<file path="src/rtl/core/occupancy_counter_with_lockout_assert.svh">
// assertion macros for the occupancy counter
`ifndef OCCUPANCY_COUNTER_WITH_LOCKOUT_ASSERT_SVH
`define OCCUPANCY_COUNTER_WITH_LOCKOUT_ASSERT_SVH

// same-cycle implication, checked outside reset
`define OCC_ASSERT_NOW(label, clock, reset, cond, prop, msg) \
  label: assert property (@(posedge clock) disable iff (reset) (cond) |-> (prop)) \
    else $error(msg);

// next-cycle implication, checked outside reset
`define OCC_ASSERT_NEXT(label, clock, reset, cond, prop, msg) \
  label: assert property (@(posedge clock) disable iff (reset) (cond) |=> (prop)) \
    else $error(msg);

`endif

</file>
<file path="src/rtl/core/occ_pkg.sv">
// shared types and constants of the occupancy counter
package occ_pkg;

  // register indexes
  localparam logic [1:0] REG_NODE_ADDRESS = 2'd0;
  localparam logic [1:0] REG_MOTION_HOLD  = 2'd1;
  localparam logic [1:0] REG_SWITCH_HOLD  = 2'd2;

  // register reset values
  localparam logic [7:0]  NODE_ADDRESS_RST = 8'h01;
  localparam logic [15:0] MOTION_HOLD_RST  = 16'd5050;
  localparam logic [15:0] SWITCH_HOLD_RST  = 16'd300;

  localparam logic [7:0]  SWITCH_IDLE = 8'hFF;
  localparam logic [15:0] HOLD_MAX    = 16'hFFFF;
  localparam logic [7:0]  COUNT_MAX   = 8'hFF;
  localparam logic [7:0]  COUNT_MIN   = 8'h00;

  // frame characters
  localparam logic [7:0] CH_AT     = 8'h40;
  localparam logic [7:0] CH_HASH   = 8'h23;
  localparam logic [7:0] CH_DOLLAR = 8'h24;
  localparam logic [7:0] CH_LF     = 8'h0A;
  localparam logic [7:0] CH_CR     = 8'h0D;

  // payload slots of one report
  localparam logic [2:0] SLOT_ADDR  = 3'd0;
  localparam logic [2:0] SLOT_SW    = 3'd1;
  localparam logic [2:0] SLOT_COUNT = 3'd2;
  localparam logic [2:0] SLOT_LF    = 3'd3;
  localparam logic [2:0] SLOT_CR    = 3'd4;

  // byte positions within one frame
  localparam logic [2:0] FLD_START = 3'd0;
  localparam logic [2:0] FLD_MARK  = 3'd1;
  localparam logic [2:0] FLD_DATA  = 3'd2;
  localparam logic [2:0] FLD_INV   = 3'd3;
  localparam logic [2:0] FLD_END   = 3'd4;

  typedef struct packed {
    logic [7:0] node_address;
    logic [7:0] switch_byte;
    logic [7:0] people_count;
  } report_t;

  typedef struct packed {
    logic busy;
    logic finishing;
  } tx_status_t;

endpackage

</file>
<file path="src/rtl/core/occ_sample_if.sv">
// sample channel: one tick of sensor inputs per word
interface occ_sample_if;
  logic       valid;
  logic       ready;
  logic [7:0] switch_bits;
  logic       entry_motion;
  logic       exit_motion;

  modport source (output valid, output switch_bits, output entry_motion,
                  output exit_motion, input ready);
  modport sink   (input valid, input switch_bits, input entry_motion,
                  input exit_motion, output ready);
endinterface

</file>
<file path="src/rtl/core/occ_report_if.sv">
// report channel: one byte of the radio report per word
interface occ_report_if;
  logic       valid;
  logic       ready;
  logic [7:0] tx_byte;
  logic       last_byte;

  modport source (output valid, output tx_byte, output last_byte, input ready);
  modport sink   (input valid, input tx_byte, input last_byte, output ready);
endinterface

</file>
<file path="src/rtl/core/occ_hold.sv">
// lockout timer for one event: hold counter and lock flag
module occ_hold (
  input  logic        clk,
  input  logic        rst,
  input  logic        tick,
  input  logic        fire,
  input  logic [15:0] limit,
  output logic        locked
);

  logic [15:0] count;
  logic [15:0] count_base;
  logic [15:0] count_next;

  always_comb begin
    count_base = fire ? 16'd0 : count;
    if (count_base <= limit && count_base != occ_pkg::HOLD_MAX) begin
      count_next = count_base + 16'd1;
    end else begin
      count_next = count_base;
    end
  end

  always_ff @(posedge clk) begin
    if (rst) begin
      count  <= 16'd0;
      locked <= 1'b0;
    end else if (tick) begin
      count <= count_next;
      // a lock set this tick may clear at once when the limit is tiny
      locked <= (count_next > limit) ? 1'b0 : (locked | fire);
    end
  end

endmodule

</file>
<file path="src/rtl/core/occ_report_tx.sv">
// report serializer: five framed payloads, 25 bytes
module occ_report_tx (
  input  logic                 clk,
  input  logic                 rst,
  input  logic                 start,
  input  occ_pkg::report_t     payload_in,
  output occ_pkg::tx_status_t  status,
  occ_report_if.source         report
);

  logic             busy;
  logic [2:0]       slot;
  logic [2:0]       field;
  occ_pkg::report_t payload;
  logic [7:0]       data;
  logic             last;

  always_comb begin
    case (slot)
      occ_pkg::SLOT_ADDR:  data = payload.node_address;
      occ_pkg::SLOT_SW:    data = payload.switch_byte;
      occ_pkg::SLOT_COUNT: data = payload.people_count;
      occ_pkg::SLOT_LF:    data = occ_pkg::CH_LF;
      default:             data = occ_pkg::CH_CR;
    endcase
  end

  always_comb begin
    case (field)
      occ_pkg::FLD_START: report.tx_byte = occ_pkg::CH_AT;
      occ_pkg::FLD_MARK:  report.tx_byte = occ_pkg::CH_HASH;
      occ_pkg::FLD_DATA:  report.tx_byte = data;
      occ_pkg::FLD_INV:   report.tx_byte = ~data;
      default:            report.tx_byte = occ_pkg::CH_DOLLAR;
    endcase
  end

  assign last             = (slot == occ_pkg::SLOT_CR) && (field == occ_pkg::FLD_END);
  assign report.valid     = busy;
  assign report.last_byte = last;
  assign status.busy      = busy;
  assign status.finishing = busy && last && report.ready;

  always_ff @(posedge clk) begin
    if (rst) begin
      busy  <= 1'b0;
      slot  <= occ_pkg::SLOT_ADDR;
      field <= occ_pkg::FLD_START;
    end else if (start) begin
      busy  <= 1'b1;
      slot  <= occ_pkg::SLOT_ADDR;
      field <= occ_pkg::FLD_START;
    end else if (busy && report.ready) begin
      if (field == occ_pkg::FLD_END) begin
        field <= occ_pkg::FLD_START;
        if (slot == occ_pkg::SLOT_CR) begin
          busy <= 1'b0;
        end else begin
          slot <= slot + 3'd1;
        end
      end else begin
        field <= field + 3'd1;
      end
    end
  end

  always_ff @(posedge clk) begin
    if (start) begin
      payload <= payload_in;
    end
  end

endmodule

</file>
<file path="src/rtl/core/occupancy_counter_with_lockout.sv">
// occupancy counter with per-event lockout and framed report, top level
// a tick word updates locks, hold counters and the people count in the cycle it is taken
// ticks with no event are taken, a new one every cycle, while no report drains
// a tick with an event starts a 25-byte report, first byte valid the next cycle
// a report drains one byte per cycle while the receiver is ready; ticks are taken only with its last byte
// synchronous reset clears locks, counters and count, and loads register defaults
module occupancy_counter_with_lockout (
  input  logic        clk,
  input  logic        rst,
  occ_sample_if.sink  samples,
  occ_report_if.source report,
  input  logic        psel,
  input  logic        penable,
  input  logic        pwrite,
  input  logic [3:0]  paddr,
  input  logic [31:0] pwdata,
  output logic [31:0] prdata,
  output logic        pready
);

  `include "occupancy_counter_with_lockout_assert.svh"

  logic [7:0]  node_address;
  logic [15:0] motion_hold_ticks;
  logic [15:0] switch_hold_ticks;

  logic [7:0]  last_switch_byte;
  logic [7:0]  last_switch_byte_next;
  logic [7:0]  people_count;
  logic [7:0]  people_count_next;
  logic [7:0]  count_mid;

  logic switch_locked;
  logic entry_locked;
  logic exit_locked;
  logic tick;
  logic switch_fire;
  logic entry_fire;
  logic exit_fire;
  logic any_fire;

  occ_pkg::tx_status_t tx_status;
  occ_pkg::report_t    report_payload;

  // configuration port
  assign pready = 1'b1;

  always_ff @(posedge clk) begin
    if (rst) begin
      node_address      <= occ_pkg::NODE_ADDRESS_RST;
      motion_hold_ticks <= occ_pkg::MOTION_HOLD_RST;
      switch_hold_ticks <= occ_pkg::SWITCH_HOLD_RST;
    end else if (psel && penable && pwrite && pready) begin
      unique case (paddr[3:2])
        occ_pkg::REG_NODE_ADDRESS: node_address      <= pwdata[7:0];
        occ_pkg::REG_MOTION_HOLD:  motion_hold_ticks <= pwdata[15:0];
        occ_pkg::REG_SWITCH_HOLD:  switch_hold_ticks <= pwdata[15:0];
        default: ;
      endcase
    end
  end

  always_comb begin
    unique case (paddr[3:2])
      occ_pkg::REG_NODE_ADDRESS: prdata = {24'd0, node_address};
      occ_pkg::REG_MOTION_HOLD:  prdata = {16'd0, motion_hold_ticks};
      occ_pkg::REG_SWITCH_HOLD:  prdata = {16'd0, switch_hold_ticks};
      default:                   prdata = 32'd0;
    endcase
  end

  // tick word handling
  assign samples.ready = !tx_status.busy || tx_status.finishing;
  assign tick          = samples.valid && samples.ready;

  assign switch_fire = tick && (samples.switch_bits != occ_pkg::SWITCH_IDLE) && !switch_locked;
  assign entry_fire  = tick && samples.entry_motion && !entry_locked;
  assign exit_fire   = tick && samples.exit_motion && !exit_locked;
  assign any_fire    = switch_fire || entry_fire || exit_fire;

  always_comb begin
    last_switch_byte_next = switch_fire ? samples.switch_bits : last_switch_byte;
    // entry is applied before exit
    count_mid = people_count;
    if (entry_fire && people_count != occ_pkg::COUNT_MAX) begin
      count_mid = people_count + 8'd1;
    end
    people_count_next = count_mid;
    if (exit_fire && count_mid != occ_pkg::COUNT_MIN) begin
      people_count_next = count_mid - 8'd1;
    end
  end

  always_ff @(posedge clk) begin
    if (rst) begin
      last_switch_byte <= 8'd0;
      people_count     <= 8'd0;
    end else begin
      last_switch_byte <= last_switch_byte_next;
      people_count     <= people_count_next;
    end
  end

  occ_hold u_switch_hold (
    .clk    (clk),
    .rst    (rst),
    .tick   (tick),
    .fire   (switch_fire),
    .limit  (switch_hold_ticks),
    .locked (switch_locked)
  );

  occ_hold u_entry_hold (
    .clk    (clk),
    .rst    (rst),
    .tick   (tick),
    .fire   (entry_fire),
    .limit  (motion_hold_ticks),
    .locked (entry_locked)
  );

  occ_hold u_exit_hold (
    .clk    (clk),
    .rst    (rst),
    .tick   (tick),
    .fire   (exit_fire),
    .limit  (motion_hold_ticks),
    .locked (exit_locked)
  );

  assign report_payload.node_address = node_address;
  assign report_payload.switch_byte  = last_switch_byte_next;
  assign report_payload.people_count = people_count_next;

  occ_report_tx u_report_tx (
    .clk        (clk),
    .rst        (rst),
    .start      (any_fire),
    .payload_in (report_payload),
    .status     (tx_status),
    .report     (report)
  );

  // a tick is taken during a report only together with its last word
  `OCC_ASSERT_NOW(a_tick_only_at_report_end, clk, rst, samples.valid && samples.ready && report.valid, report.last_byte && report.ready, "tick taken mid-report")

  // an event starts a report at its first frame byte
  `OCC_ASSERT_NEXT(a_event_starts_report, clk, rst, tick && any_fire, report.valid && report.tx_byte == occ_pkg::CH_AT, "event did not start a report")

  // the report ends after its last word unless a new event restarts it
  `OCC_ASSERT_NEXT(a_report_ends, clk, rst, report.valid && report.ready && report.last_byte && !any_fire, !report.valid, "report ran past its last word")

endmodule

</file>
<file path="src/flat_wrapper.sv">
// flat-port wrapper written by rule: the top's interface ports become plain ports
module occupancy_counter_with_lockout_flat 
  (clk, rst, psel, penable, pwrite, paddr, pwdata, prdata, pready, samples_valid, samples_switch_bits, samples_entry_motion, samples_exit_motion, samples_ready, report_valid, report_tx_byte, report_last_byte, report_ready);
  occ_sample_if samples_i ();
  occ_report_if report_i ();
  input  logic clk;
  input  logic rst;
  input  logic psel;
  input  logic penable;
  input  logic pwrite;
  input  logic [3:0] paddr;
  input  logic [31:0] pwdata;
  output logic [31:0] prdata;
  output logic pready;
  input wire logic [$bits(samples_i.valid)-1:0] samples_valid;
  input wire logic [$bits(samples_i.switch_bits)-1:0] samples_switch_bits;
  input wire logic [$bits(samples_i.entry_motion)-1:0] samples_entry_motion;
  input wire logic [$bits(samples_i.exit_motion)-1:0] samples_exit_motion;
  output wire logic [$bits(samples_i.ready)-1:0] samples_ready;
  output wire logic [$bits(report_i.valid)-1:0] report_valid;
  output wire logic [$bits(report_i.tx_byte)-1:0] report_tx_byte;
  output wire logic [$bits(report_i.last_byte)-1:0] report_last_byte;
  input wire logic [$bits(report_i.ready)-1:0] report_ready;
  assign samples_i.valid = samples_valid;
  assign samples_i.switch_bits = samples_switch_bits;
  assign samples_i.entry_motion = samples_entry_motion;
  assign samples_i.exit_motion = samples_exit_motion;
  assign samples_ready = samples_i.ready;
  assign report_valid = report_i.valid;
  assign report_tx_byte = report_i.tx_byte;
  assign report_last_byte = report_i.last_byte;
  assign report_i.ready = report_ready;
  occupancy_counter_with_lockout u_core (.clk(clk), .rst(rst), .samples(samples_i), .report(report_i), .psel(psel), .penable(penable), .pwrite(pwrite), .paddr(paddr), .pwdata(pwdata), .prdata(prdata), .pready(pready));
endmodule
</file>
<file path="config.mk">
export PLATFORM = sky130hd
export DESIGN_NAME = occupancy_counter_with_lockout_flat
export DESIGN_NICKNAME = d
export VERILOG_FILES = /design/src/rtl/core/occ_pkg.sv /design/src/rtl/core/occ_sample_if.sv /design/src/rtl/core/occ_report_if.sv /design/src/rtl/core/occ_hold.sv /design/src/rtl/core/occ_report_tx.sv /design/src/rtl/core/occupancy_counter_with_lockout.sv /design/src/flat_wrapper.sv
export VERILOG_INCLUDE_DIRS = /design/src /design/src/rtl/core
export SDC_FILE = /design/constraint.sdc
export NUM_CORES = 1
export LEC_CHECK = 0
export BUFFER_PORTS_ARGS = -buffer_cell sky130_fd_sc_hd__clkbuf_2
export CAP_MARGIN = 20
export CORE_ASPECT_RATIO = 1.1
export CORE_MARGIN = 3
export CORE_UTILIZATION = 48
export CTS_CLUSTER_SIZE = 30
export DETAILED_ROUTE_END_ITERATION = 12
export PLACE_DENSITY = 0.8
export SLEW_MARGIN = 25
export SYNTH_ARGS = -nofsm -noshare
export SYNTH_HDL_FRONTEND = slang
export SYNTH_SLANG_ARGS = --single-unit
</file>
<file path="constraint.sdc">
create_clock -name clk -period 5.45 [get_ports clk]
set_clock_uncertainty 0.05 [all_clocks]
set_input_delay 0.545 -clock clk [delete_from_list [all_inputs] [get_ports clk]]
set_output_delay 0.545 -clock clk [all_outputs]
set_load 0.02 [all_outputs]
</file>
==> metrics.yaml, run 1 <==
status:
  status: "finished, final reports clean"
floorplan:
  ios: 97
  dieArea_um2: 24000
  die_y_um: 162
  die_w_um: 148
  num_rows: 56
  start_util: 0.494
  coreArea_um2: 21500
final_layout:
  n_antenna_cell: 0
  nNetsFinal: 1543
  finalInstanceArea_um2: 12100
  instances_no_fill: 1681
  synthToLayoutAreaGrowth_pct: 13.5
  utilization: 0.560
  drive_above_1_share: 0.134
  n_fill_cell: 1957
route:
  wl_um: 30900
  dr.pass1.iters: 5
  ant_nets: 0
  drt-vias-per-instance: 6.18
  post-route-drc-count: 0
  drt_iter0_drc: 975
  vias: 10392
  wl_per_cell_um: 18.4
power_and_ir_drop:
  finalPower_mw: 2.81
  power_frac_clock: 0.405
  p_switching_mw: 0.876
  combPwrFrac: 0.180
  internal-power_mw: 1.93
  power_density_nw_per_um2: 233
  switching_share: 0.312
  peakVddDrop_mv: 0.254
  power_frac_seq: 0.414
  p_leak_nw: 5.34
logic_synthesis:
  synth_area_um2: 10600
  syn_inst: 1322
  ys_top_cells_by_count: "nand2_1 (179), dfxtp_1 (114), ha_1 (112), a21oi_1 (86), nor2_1 (77)"
  yosys.area_share.simple: 0.268
  yosysWarningCount: 0
  synth_flop_cell: "dfxtp_1"
  synth_top_family_by_area: "simple AND/OR/NAND/NOR gates"
  synth-seq-cells: 138
  synth_edf_count: 24
  yosysMostFrequentCell: "nand2_1"
  synth_top_area_share: 0.215
  synth_top_cell_by_area: "dfxtp_1"
  yosys.cell_types.count: 82
  synth_area_leaders: "dfxtp_1 (21%), ha_1 (13%), edfxtp_1 (6.8%), nand2_1 (6.3%), a21oi_1 (4.1%)"
  synthAdderAreaFrac: 0.132
  yosysSeqAreaShare: 0.283
  synthArstFlopShare: 0
  avgSynthCellArea_um2: 8.04
  synthMuxAreaShare: 0.0263
  synth_compound_gate_area_share: 0.190
  synth_xor_area_frac: 0.0387
clock_network:
  clockBufferDepth: 2
  clockRootBuffer: "clkbuf_16"
  htree_levels: 4
  hold_buffers: 0
  cts-buffers-inserted: 17
  clkTransAtPathRegs_ns: 0.07
  cts_sinks: 138
  cts_tree: "done"
  clock_latency_ns: 0.43
sta:
  slew_headroom: 0.371
  fin_setup_tns_ns: 0
  timing.final.ws_setup_ns: 0.197
  finalSetupViolCount: 0
  drv_slew: 0
  min_period_ns: 5.25
  worst_pin_slew_ns: 0.944
  final.period_utilization: 0.964
  rsz0062_at_grt: "true"
  max_freq_mhz: 190
  final_hold_viol_count: 0
  fin_hold_ws_ns: 0.290
worst_setup_path:
  crit_buf_inv: 2
  rr_startpoint: "u_core.u_report_tx.field[0]"
  critPathMostFrequentCell: "ha_1"
  cpMaxStageDelayCell: "or4b_2"
  worstSetupPathType: "register to register"
  worstPathRequired_ns: 5.73
  crit_fanout: 7
  crit_chain: "inv_1, ha_1, and2_2, a31oi_2, nand2_1, inv_1, ha_1, nand2_1, or3_1, or4b_2, or2_2, nor2_1, xor2_1, ha_1, and3_1, nand4_1, or4_1, a311oi_1"
  end_kind: "register"
  path_delay_family: "simple AND/OR/NAND/NOR gates"
  critPathMaxStageDelay_ns: 0.72
  start_kind: "register"
  arrival_ns: 5.54
  startpoint: "u_core.u_report_tx.field[0]"
placement:
  dpl.hpwl_um: 22000
  gp_congestion: 0.944
  place_area_um2: 11300
  place_ws_ns: 0.159
  numPlacedInstances: 1641
  port_buffers: 61
job:
  maxCapViolations: 0
min_path:
  hp-start: "pwdata[10]"
  hp-class: "input port to register"
grt:
  grt_use_total: 0.245
  grt_pass1_wl_um: 48100
  grt_antenna_before_repair: 0
  grt-ovfl-total: 0
  grt_pass1_vias: 9534
  grt_max_degree: 86
==> logic make-up after synthesis <==
family | count (synthesis)
buf+inv | 155
flops | 138
compound gates | 295
simple gates | 546
mux | 27
other cells | 2
xor+xnor | 47
fa+ha+maj | 112
==> final cells by class <==
type                       count  area (um^2)  share of cell area
sequential                   138         3000               0.249
multi-input combinational   1046         7150               0.593
timing repair buffer         108          724              0.0601
clock inverter                15          136              0.0113
inverter                      67          251              0.0209
clock buffer                  17          425              0.0353
tap                          290          363              0.0301
==> sequential cells by signal, summed over array words and instances, names as in the netlist, 3 cells and up <==
| name | count |
|---|---|
| u_core.u_report_tx.payload | 24 |
| u_core.u_report_tx.field | 3 |
| u_core.node_address | 8 |
| u_core.last_switch_byte | 8 |
| u_core.u_exit_hold.count | 16 |
| u_core.people_count | 8 |
| u_core.motion_hold_ticks | 16 |
| u_core.switch_hold_ticks | 16 |
| u_core.u_switch_hold.count | 16 |
| u_core.u_report_tx.slot | 3 |
| u_core.u_entry_hold.count | 16 |
==> repair_timing <==
item,in CTS,in global routing
endpoints found under the hold margin,0,0
resized for setup,0,16
endpoints found under the setup margin,0,3
buffers inserted,0,4
==> path summary, 6_finish.rpt <==
path | end | slack, ns | depth (start not counted)
worst max-delay path | u_core.u_exit_hold.locked | 0.20 | 18
worst min-delay path | u_core.switch_hold_ticks[10] | 0.29 | 3
worst max register to register | u_core.u_exit_hold.locked | 0.20 | 18
worst min register to register | u_core.last_switch_byte[0] | 0.42 | 2
==> power by group through the flow <==
stage | clock network [mW] | registers [mW] | logic, mW
floorplan | 0 | 1.16 | 0.341
global placement | 0 | 1.18 | 0.458
detailed placement | 0 | 1.18 | 0.470
CTS | 1.15 | 1.16 | 0.475
global route | 1.19 | 1.17 | 0.551
finish | 1.14 | 1.16 | 0.506
==> per-layer routing <==
| metal | GRT usage | part of all wire |
|---|---|---|
| met1 | 0.346 | 0.43 |
| met2 | 0.385 | 0.44 |
| met3 | 0.0352 | 0.097 |
| met4 | 0.0823 | 0.029 |
| met5 | 0 | 0 |
==> layout by cell type (no fill, tap or decap), types with 8 or more instances in the layout <==
master	Yosys	routed
mux2i_1	20	20
buf_4	18	43
nor2b_1	16	15
edfxtp_1	24	24
nand3_1	42	41
ha_1	112	112
xnor2_1	29	29
clkbuf_2	0	60
a21oi_1	86	85
nor3_1	27	25
or3_1	18	17
a21o_1	21	21
a211o_1	17	17
or4_1	13	13
nand2_1	179	179
nand4_1	43	43
conb_1	2	17
inv_1	67	67
nor2_1	77	75
o211ai_1	14	14
nand2b_1	8	8
a22oi_1	8	8
and3_1	20	19
nor4_1	18	16
o21a_1	9	9
clkbuf_16	0	19
o21ai_0	37	37
dfxtp_1	114	114
a211oi_1	15	15
a31oi_1	15	15
and2_1	38	38
a22o_1	8	8
xor2_1	18	18
==> tightest hold or removal path, delay by kind of cell <==
family | cells | cell delay, ns
buffers and inverters | 1 | 0.09
AND/OR/NAND/NOR | 1 | 0.05
AO/OA/AOI/OAI | 1 | 0.05
Power figures use the tool's default switching activity.
==> run 2, diff against run 1 <==
--- a/config.mk
+++ b/config.mk
@@ -6,6 +6,7 @@
 export SDC_FILE = /design/constraint.sdc
 export NUM_CORES = 1
 export LEC_CHECK = 0
+export ABC_AREA = 1
 export BUFFER_PORTS_ARGS = -buffer_cell sky130_fd_sc_hd__clkbuf_2
 export CAP_MARGIN = 20
 export CORE_ASPECT_RATIO = 1.1
@@ -17,4 +18,5 @@
 export SLEW_MARGIN = 25
 export SYNTH_ARGS = -nofsm -noshare
 export SYNTH_HDL_FRONTEND = slang
+export SYNTH_HIERARCHICAL = 1
 export SYNTH_SLANG_ARGS = --single-unit
==> metrics.yaml, run 2 <==
sta:
  slew_headroom: 0.350  # was 0.371
  min_period_ns: 5.00  # was 5.25 ns
  final_hold_viol_count: 0  # unchanged
  drv_slew: 0  # unchanged
  final.period_utilization: 0.918  # was 0.964
  worst_pin_slew_ns: 0.974  # was 0.944 ns
  max_freq_mhz: 200  # was 190 MHz
  finalSetupViolCount: 0  # unchanged
min_path:
  holdPathStages: 3  # unchanged
  hp-class: "input port to register"  # unchanged
clock_network:
  hold_buffers: 0  # unchanged
  clockRootBuffer: "clkbuf_16"  # unchanged
  cts_tree: "done"  # unchanged
  clockBufferDepth: 2  # unchanged
  cts-buffers-inserted: 17  # unchanged
  htree_levels: 4  # unchanged
  clkTransAtPathRegs_ns: 0.07  # about the same
  clock_latency_ns: 0.44  # was 0.43 ns
  cts_sinks: 138  # unchanged
final_layout:
  n_fill_cell: 2185  # was 1957
  multiInputGateArea_um2: 7040  # was 7150 um^2
  utilization: 0.543  # was 0.560
  synthToLayoutAreaGrowth_pct: 9.79  # was 13.5%
  regArea_um2: 3000  # unchanged
  layout_commonest_cell: "nand2_1"  # unchanged
  drive_above_1_share: 0.153  # was 0.134
  finalInstanceArea_um2: 12600  # was 12100 um^2
  largest_reg_flops: 24  # unchanged
  largest-register: "u_core/u_report_tx/payload"  # was u_core.u_report_tx.payload
  mostFrequentLayoutCells: "nand2_1 (433), inv_1 (276), nor2_1 (179)"  # was nand2_1 (179), dfxtp_1 (114), ha_1 (112)
  n_antenna_cell: 0  # unchanged
  nNetsFinal: 1947  # was 1543
logic_synthesis:
  synth_edf_count: 24  # unchanged
  yosysWarningCount: 6  # was 0
  yosysMostFrequentCell: "nand2_1"  # unchanged
  synth-seq-cells: 138  # unchanged
  yosysSeqAreaShare: 0.262  # was 0.283
  yosys.cell_types.count: 48  # was 82
  synth_flop_cell: "dfxtp_1"  # unchanged
  synth_area_leaders: "dfxtp_1 (20%), nand2_1 (14%), ha_1 (12%), inv_1 (9.1%), edfxtp_1 (6.3%)"  # was dfxtp_1 (21%), ha_1 (13%), edfxtp_1 (6.8%), nand2_1 (6.3%), a21oi_1 (4.1%)
  ys_top_cells_by_count: "nand2_1 (435), inv_1 (278), nor2_1 (181), dfxtp_1 (114), ha_1 (112)"  # was nand2_1 (179), dfxtp_1 (114), ha_1 (112), a21oi_1 (86), nor2_1 (77)
  syn_inst: 1725  # was 1322
  synthArstFlopShare: 0  # unchanged
  synth_top_area_share: 0.199  # was 0.215
  avgSynthCellArea_um2: 6.63  # was 8.04 um^2
  synth_top_cell_by_area: "dfxtp_1"  # unchanged
  synth_area_um2: 11400  # was 10600 um^2
power_and_ir_drop:
  power_density_nw_per_um2: 283  # was 233 nW/um^2
  p_leak_nw: 6.69  # was 5.34 nW
  peakVddDrop_mv: 0.163  # was 0.254 mV
grt:
  grt_pass1_wl_um: 49800  # was 48100 um
  grt_antenna_before_repair: 0  # unchanged
  grt_pass1_vias: 10352  # was 9534
  grt_max_degree: 58  # was 86
  grt-ovfl-total: 0  # unchanged
  grt_use_total: 0.234  # was 0.245
route:
  drt-vias-per-instance: 5.28  # was 6.18
  wl_per_cell_um: 14.5  # was 18.4 um
  ant_nets: 0  # unchanged
  drt_iter0_drc: 1012  # was 975
  vias: 11053  # was 10392
  dr.pass1.iters: 7  # was 5
  wl_um: 30300  # was 30900 um
  post-route-drc-count: 0  # unchanged
worst_setup_path:
  rr_worst_depth: 35  # was 18
  arrival_ns: 5.32  # was 5.54 ns
  reg2reg_to: "u_core/u_switch_hold/locked"  # was u_core.u_exit_hold.locked
  rr_startpoint: "u_core/u_report_tx/slot[0]"  # was u_core.u_report_tx.field[0]
  cpMaxStageDelayCell: "dfxtp_1"  # was or4b_2
  crit_fanout: 13  # was 7
  worstSetupPathType: "register to register"  # unchanged
  worstPathRequired_ns: 5.77  # was 5.73 ns
  end_kind: "register"  # unchanged
  r2r_slack_ns: 0.45  # was 0.20 ns
  critPathMostFrequentCell: "nand2_1"  # was ha_1
  start_kind: "register"  # unchanged
  startpoint: "u_core/u_report_tx/slot[0]"  # was u_core.u_report_tx.field[0]
  timing.critical_path.to: "u_core/u_switch_hold/locked"  # was u_core.u_exit_hold.locked
  critPathMaxStageDelay_ns: 0.37  # was 0.72 ns
placement:
  dpl.hpwl_um: 23100  # was 22000 um
  port_buffers: 61  # unchanged
  place_area_um2: 12000  # was 11300 um^2
  gp_congestion: 0.954  # was 0.944
floorplan:
  coreArea_um2: 23100  # was 21500 um^2
  ios: 97  # unchanged
  die_y_um: 168  # was 162 um
  die_w_um: 153  # was 148 um
  num_rows: 58  # was 56
  dieArea_um2: 25700  # was 24000 um^2
  start_util: 0.494  # about the same
job:
  maxCapViolations: 0  # unchanged
status:
  status: "finished, final reports clean"  # unchanged
[run 2: cell types whose count changed in the layout (fill, tap and decap cells not counted), moves of 33 or more]
cell,delta
nand2_1,+254
inv_1,+209
nor2_1,+104
nand3_1,+68
o21ai_0,+59
and2_1,-33
[run 2: through the flow]
step	hold WS, ns	power, mW	TNS (ns)	std cells	worst slack [ns]
global route	0.317	3.78	-0.0180	2095	-0.0180
finish	0.311	3.55	0	2095	0.448
detailed placement	0.394	2.39	0	2061	0.432
floorplan	0.381	2.11	0	1740	0.869
CTS	0.301	3.55	0	2093	0.381
global placement	0.398	2.35	0	2061	0.535
[run 2: repair_timing]
action,4_1_cts,5_1_grt
setup buffers,0,2
endpoints found under the setup margin,0,2
gates resized for setup,0,4
[run 2: layout make-up]
type,instances,share of cell area
well taps,300,0.0299
clock inverters,15,0.0122
repair buffers,79,0.0351
multi-input cells,1249,0.561
clock buffers,17,0.0339
flip-flops and latches,138,0.239
inverters,297,0.0892
[run 2: worst min path at each step]
| stage | from | slack [ns] | to |
|---|---|---|---|
| 2_1_floorplan | u_core/node_address[0] | 0.38 | u_core/u_report_tx/payload[16] |
| 3_3_place_gp | u_core/node_address[5] | 0.40 | u_core/u_report_tx/payload[21] |
| 5_1_grt | pwdata[2] | 0.32 | u_core/switch_hold_ticks[2] |
| 6_report | pwdata[2] | 0.31 | u_core/switch_hold_ticks[2] |
| 4_1_cts | pwdata[2] | 0.30 | u_core/switch_hold_ticks[2] |
| 3_5_place_dp | u_core/node_address[3] | 0.39 | u_core/u_report_tx/payload[19] |
[run 2: critical path, delay by kind of cell, from the launching register on]
family	cells	cell delay (ns)
compound gates	1	0.14
flops	1	0.37
fa+ha+maj	3	0.81
buf+inv	9	0.98
simple gates	22	2.54
[run 2: power by group]
group          switching [mW]  internal [mW]
Combinational           0.792          0.408
Clock                   0.540          0.611
Sequential             0.0593           1.14
[run 2: per-layer routing]
layer  vias to the layer above  GRT usage  routed length (um)
li1                       5552          -                   -
met1                      5062      0.297               13000
met2                       359      0.393               14300
met3                        80     0.0396                1890
met4                         0      0.100                1160
met5                         -          0                   0
[run 2: kinds of logic after synthesis]
family,share of synthesized area
and+or+nand+nor,0.358
DFF,0.262
adders and majority gates,0.122
xor gates and xnor gates,0.0161
AOI/OAI and AO/OA,0.112
buffers and inverters,0.128
other,0.000656
